<file path="src/rtl/assert_macros.svh">
// ----------------------------------------------------------------------------
// Assertion macros
// Concurrent assertion wrappers, empty when SYNTHESIS is defined.
// ----------------------------------------------------------------------------
`ifndef ASSERT_MACROS_SVH
`define ASSERT_MACROS_SVH
`ifndef SYNTHESIS
`define MPFD_ASSERT(lbl, clk, rst_n, prop) \
    lbl: assert property (@(posedge clk) disable iff (!rst_n) prop) \
        else $error("%m: check failed");
`define MPFD_ASSERT_ALWAYS(lbl, clk, prop) \
    lbl: assert property (@(posedge clk) prop) \
        else $error("%m: check failed");
`else
`define MPFD_ASSERT(lbl, clk, rst_n, prop)
`define MPFD_ASSERT_ALWAYS(lbl, clk, prop)
`endif
`endif

</file>
<file path="src/rtl/mpfd_pkg.sv">
// ----------------------------------------------------------------------------
// mpfd_pkg
// Shared types and constants of the page framebuffer drawer.
// ----------------------------------------------------------------------------
package mpfd_pkg;

    localparam int SCREEN_WIDTH_DEF  = 128;
    localparam int SCREEN_HEIGHT_DEF = 64;

    localparam int MODE_W  = 3;
    localparam int COORD_W = 16;
    localparam int INDEX_W = 10;
    localparam int PIXEL_W = 8;

    // geometry width: holds x + w - 1 + 1 for any 16-bit inputs
    localparam int GW        = COORD_W + 2;
    localparam int PAGE_SHIFT = 3;

    localparam logic [PIXEL_W-1:0] BYTE_ALL  = 8'hFF;
    localparam logic [2:0]         BIT_LAST  = 3'd7;

    typedef enum logic [MODE_W-1:0] {
        MODE_CLEAR   = 3'd0,
        MODE_PIXEL   = 3'd1,
        MODE_HLINE   = 3'd2,
        MODE_VLINE   = 3'd3,
        MODE_OUTLINE = 3'd4,
        MODE_FILL    = 3'd5,
        MODE_READ    = 3'd6
    } mode_t;

    typedef enum logic [2:0] {
        SEG_FILL,
        SEG_TOP,
        SEG_BOTTOM,
        SEG_LEFT,
        SEG_RIGHT,
        SEG_DOT
    } seg_t;

    typedef enum logic [2:0] {
        ST_INIT,
        ST_IDLE,
        ST_CLEAR,
        ST_SETUP,
        ST_START,
        ST_WALK,
        ST_READ,
        ST_READ_DATA
    } state_t;

    typedef struct packed {
        logic capture;
        logic clip;
        logic start;
        logic load_all;
        logic init;
        logic step;
        logic read_issue;
        logic out_load;
        seg_t seg;
    } dp_cmd_t;

    typedef struct packed {
        logic empty;
        logic last;
        logic out_free;
    } dp_status_t;

endpackage

</file>
<file path="src/rtl/mpfd_ctrl.sv">
// ----------------------------------------------------------------------------
// mpfd_ctrl
// Command sequencer: decodes each item into rectangle segments and steps
// the datapath through clip, walk and read-back.
// ----------------------------------------------------------------------------
`include "assert_macros.svh"

module mpfd_ctrl (
    input  logic                 clk,
    input  logic                 rst_n,
    input  logic                 in_valid,
    input  logic [2:0]           in_mode,
    output logic                 in_ready,
    output mpfd_pkg::dp_cmd_t    dp_cmd,
    input  mpfd_pkg::dp_status_t dp_status
);
    import mpfd_pkg::*;

    state_t     state_reg;
    state_t     state_next;
    logic [2:0] mode_reg;
    logic [2:0] mode_next;
    seg_t       seg_reg;
    seg_t       seg_next;
    logic       more_segs;
    seg_t       seg_follow;

    always_ff @(posedge clk or negedge rst_n)
    begin
        if (!rst_n)
        begin
            state_reg <= ST_INIT;
            mode_reg  <= MODE_CLEAR;
            seg_reg   <= SEG_FILL;
        end
        else
        begin
            state_reg <= state_next;
            mode_reg  <= mode_next;
            seg_reg   <= seg_next;
        end
    end

    // outline runs top, bottom, left, right
    always_comb
    begin
        case (seg_reg)
            SEG_TOP:    seg_follow = SEG_BOTTOM;
            SEG_BOTTOM: seg_follow = SEG_LEFT;
            default:    seg_follow = SEG_RIGHT;
        endcase
        more_segs = (mode_reg == MODE_OUTLINE) && (seg_reg != SEG_RIGHT);
    end

    always_comb
    begin
        state_next = state_reg;
        mode_next  = mode_reg;
        seg_next   = seg_reg;
        dp_cmd     = '0;
        dp_cmd.seg = seg_reg;
        in_ready   = 1'b0;

        unique case (state_reg)
            ST_INIT:
            begin
                dp_cmd.load_all = 1'b1;
                dp_cmd.init     = 1'b1;
                state_next      = ST_WALK;
            end
            ST_IDLE:
            begin
                in_ready = 1'b1;
                if (in_valid)
                begin
                    dp_cmd.capture = 1'b1;
                    mode_next      = in_mode;
                    unique case (in_mode)
                        MODE_CLEAR:
                        begin
                            state_next = ST_CLEAR;
                        end
                        MODE_PIXEL:
                        begin
                            seg_next   = SEG_DOT;
                            state_next = ST_SETUP;
                        end
                        MODE_HLINE, MODE_OUTLINE:
                        begin
                            seg_next   = SEG_TOP;
                            state_next = ST_SETUP;
                        end
                        MODE_VLINE:
                        begin
                            seg_next   = SEG_LEFT;
                            state_next = ST_SETUP;
                        end
                        MODE_FILL:
                        begin
                            seg_next   = SEG_FILL;
                            state_next = ST_SETUP;
                        end
                        MODE_READ:
                        begin
                            state_next = ST_READ;
                        end
                        default:
                        begin
                            state_next = ST_IDLE;
                        end
                    endcase
                end
            end
            ST_CLEAR:
            begin
                dp_cmd.load_all = 1'b1;
                state_next      = ST_WALK;
            end
            ST_SETUP:
            begin
                dp_cmd.clip = 1'b1;
                state_next  = ST_START;
            end
            ST_START:
            begin
                dp_cmd.start = 1'b1;
                if (!dp_status.empty)
                begin
                    state_next = ST_WALK;
                end
                else if (more_segs)
                begin
                    seg_next   = seg_follow;
                    state_next = ST_SETUP;
                end
                else
                begin
                    state_next = ST_IDLE;
                end
            end
            ST_WALK:
            begin
                dp_cmd.step = 1'b1;
                if (dp_status.last)
                begin
                    if (more_segs)
                    begin
                        seg_next   = seg_follow;
                        state_next = ST_SETUP;
                    end
                    else
                    begin
                        state_next = ST_IDLE;
                    end
                end
            end
            ST_READ:
            begin
                dp_cmd.read_issue = 1'b1;
                state_next        = ST_READ_DATA;
            end
            ST_READ_DATA:
            begin
                dp_cmd.read_issue = 1'b1;
                if (dp_status.out_free)
                begin
                    dp_cmd.out_load = 1'b1;
                    state_next      = ST_IDLE;
                end
            end
            default:
            begin
                state_next = ST_IDLE;
            end
        endcase
    end

    `MPFD_ASSERT_ALWAYS(a_step_read_excl, clk, !(dp_cmd.step && dp_cmd.read_issue))
    `MPFD_ASSERT(a_outline_order, clk, rst_n, (state_reg == ST_SETUP && mode_reg == MODE_OUTLINE) |-> (seg_reg != SEG_FILL && seg_reg != SEG_DOT))
    `MPFD_ASSERT(a_capture_in_idle, clk, rst_n, dp_cmd.capture |-> (state_reg == ST_IDLE && in_valid))

endmodule

</file>
<file path="config.mk">
export PLATFORM = sky130hd
export DESIGN_NAME = mpfd_ctrl
export DESIGN_NICKNAME = d
export VERILOG_FILES = /design/src/rtl/mpfd_pkg.sv /design/src/rtl/mpfd_ctrl.sv
export VERILOG_INCLUDE_DIRS = /design/src /design/src/rtl
export SDC_FILE = /design/constraint.sdc
export NUM_CORES = 1
export LEC_CHECK = 0
export BUFFER_PORTS_ARGS = -buffer_cell sky130_fd_sc_hd__buf_2
export CAP_MARGIN = 20
export CORE_MARGIN = 3
export CORE_UTILIZATION = 40
export DETAILED_ROUTE_END_ITERATION = 12
export PLACE_DENSITY_LB_ADDON = 0.12
export SETUP_SLACK_MARGIN = 0.4
export SYNTH_ARGS = -nofsm -noshare
export SYNTH_HDL_FRONTEND = slang
export SYNTH_SLANG_ARGS = --single-unit
</file>
<file path="constraint.sdc">
create_clock -name clk -period 2.7 [get_ports clk]
set_clock_uncertainty 0.05 [all_clocks]
set_input_delay 0.135 -clock clk [delete_from_list [all_inputs] [get_ports clk]]
set_output_delay 0.135 -clock clk [all_outputs]
set_load 0.05 [all_outputs]
</file>
==> results.json <==
{
  "gp_congestion": 0.7675,
  "fmax_ghz": 0.5087,
  "diodes": 0,
  "ys.warnings.count": 0,
  "firstDrtPassIters": 4,
  "cts_root_buf": "clkbuf_4",
  "synth_top_family_by_area": "simple AND/OR/NAND/NOR gates",
  "maxCapViolations": 0,
  "synth-compound-area-share_pct": 15.96,
  "clockBufferDepth": 2,
  "crit_fanout": 14,
  "start_util_pct": 44.80,
  "wl_mm": 1.386,
  "io_pins": 21,
  "numCtsBuffers": 3,
  "drive_gt1_share_pct": 34.07,
  "synth_top_area_share_pct": 36.36,
  "cp-start-kind": "register",
  "vias": 588,
  "netlist_area_sq_um": 619.3,
  "busiest_layer": "met2",
  "synth_cell_types": 30,
  "die_area_sq_um": 2057,
  "clock_latency_ns": 0.26,
  "synthTopCellsByCount": "9 x dfrtp_1, 8 x nor2_1, 5 x nand2_1",
  "syn-num-nets": 81,
  "track_usage_pct": 15.90,
  "hpwl_mm": 1.078,
  "ys_seq_elements": 9,
  "required_ns": 2.79,
  "crit_type": "reg2reg",
  "cts_resized": 0,
  "antenna_left": 0,
  "synth_area_leaders": "dfrtp_1 36%, mux2_2 7.3%, mux2_4 4.8%",
  "fp-row-count": 13,
  "grt.met2_usage_pct": 22.88,
  "ys_async_sr_fraction_pct": 100.0,
  "area_growth_pct": 22.42,
  "drc_errors": 0,
  "antenna_found_initial": 0,
  "port_buffers": 20,
  "cts_tree": "done",
  "relSlewSlack_pct": 69.38,
  "synthAdderAreaFrac_pct": 0,
  "grt_pass1_vias": 554,
  "tns_ns": 0,
  "core_area_sq_um": 1383,
  "tightest_slew_ns": 0.4594,
  "wire_per_inst_microns": 13.08,
  "drt_iter0_drc": 9,
  "ys_seq_area_share_pct": 36.36,
  "synthCells": 72,
  "gr-total-overflow": 0,
  "fin_crit_ns": 1.966,
  "fin_crit_sh_pct": 72.81,
  "critical_path_arrival_ns": 2.06,
  "worstHoldPathType": "in2reg",
  "synthMuxAreaShare_pct": 12.12,
  "grt_use_met1_pct": 22.25,
  "vias_per_cell": 5.547,
  "htree_levels": 1,
  "fp.dieH_microns": 45.35,
  "end_kind": "register",
  "synth.avg_cell_area_sq_um": 8.602,
  "rsz0062_at_grt": "false",
  "synth_top_flop_cell": "dfrtp_1",
  "yosysMostFrequentCell": "dfrtp_1",
  "grt_max_degree": 15,
  "status": "complete, no violations",
  "final_nets": 101,
  "path_clk_slew_ns": 0.06,
  "cts_sinks": 9,
  "synth_edf_count": 0,
  "setup_viol": 0,
  "fp.dieW_microns": 45.35,
  "synth_largest_area_cell": "dfrtp_1",
  "finalCoreUtilization_pct": 54.84,
  "report.final.hold_viol_count": 0,
  "grt_pass1_wl_mm": 2.366,
  "slew_viol_final": 0,
  "synth-xor-area-share_pct": 2.828,
  "synth-simple-area-share_pct": 25.86,
  "grt_util_met3_pct": 1.594
}
[what timing repair did]
action / CTS / global route
hold endpoints to repair: 9 / 0
buffers inserted: 0 / 0
hold buffers: 1 / 0
[worst max-delay path, cell delays in order (launching register included)]
cell and delay [ns]:
dfrtp_1 0.63, mux2_2 0.27, a21oi_1 0.06, or4b_4 0.53, mux2_4 0.31
[final timing paths]
path	slack, ns	endpoint	from	cells past startpoint
setup / recovery	0.73	seg_reg[1]	state_reg[2]	4
max in group asynchronous	2.22	mode_reg[2]	rst_n	2
hold / removal	0.12	state_reg[2]	in_valid	3
min in group asynchronous	0.20	mode_reg[1]	rst_n	2
hold reg to reg	0.47	mode_reg[0]	mode_reg[0]	1
setup reg to reg	0.73	seg_reg[1]	state_reg[2]	4
[placed cells by master (no fill, tap or decap), types with 2 or more instances in the layout]
cell / synthesis / routed
nor2b_1: 3 / 3
o21ai_0: 4 / 4
nand2_1: 5 / 5
mux2_4: 2 / 2
and2_1: 2 / 2
a21oi_1: 4 / 4
nor2_1: 8 / 8
clkbuf_4: 0 / 3
buf_2: 3 / 20
inv_1: 4 / 4
mux2_2: 4 / 4
nor3_1: 2 / 2
dfrtp_1: 9 / 9
a31oi_1: 3 / 3
[metal layers]
metal / vias to the layer above / share of wire, %
met4: 0 / 1.4
met3: 2 / 9.9
met5: - / 0
li1: 290 / -
met1: 260 / 46
met2: 36 / 43
[area by class of cell]
| class | count | area [sq um] |
|---|---|---|
| Multi-Input combinational cell | 53 | 362.8 |
| Tap cell | 15 | 18.77 |
| Timing Repair Buffer | 21 | 110.1 |
| Fill cell | 137 | 624.3 |
| Sequential cell | 9 | 225.2 |
| Inverter | 4 | 15.01 |
| Clock buffer | 4 | 26.28 |
[cell families after synthesis]
family	Yosys count
flops	9
mux	6
compound gates	16
xor+xnor	2
buf+inv	10
simple gates	29
[metrics by stage]
stage / hold WS [ns] / worst slack, ns / cells / area, sq um
final: 0.1241 / 0.7341 / 106 / 758.2
after floorplan: -0.2106 / 0.5981 / 72 / 630.6
after global placement: -0.05372 / 0.7765 / 101 / 721.9
after global routing: 0.1465 / 0.6103 / 106 / 758.2
after CTS: 0.1257 / 0.7465 / 106 / 758.2
after detailed placement: -0.05031 / 0.7681 / 101 / 721.9
Power is not shown: default switching activity piles up to over one toggle a cycle in this logic, so the estimate is an artifact.
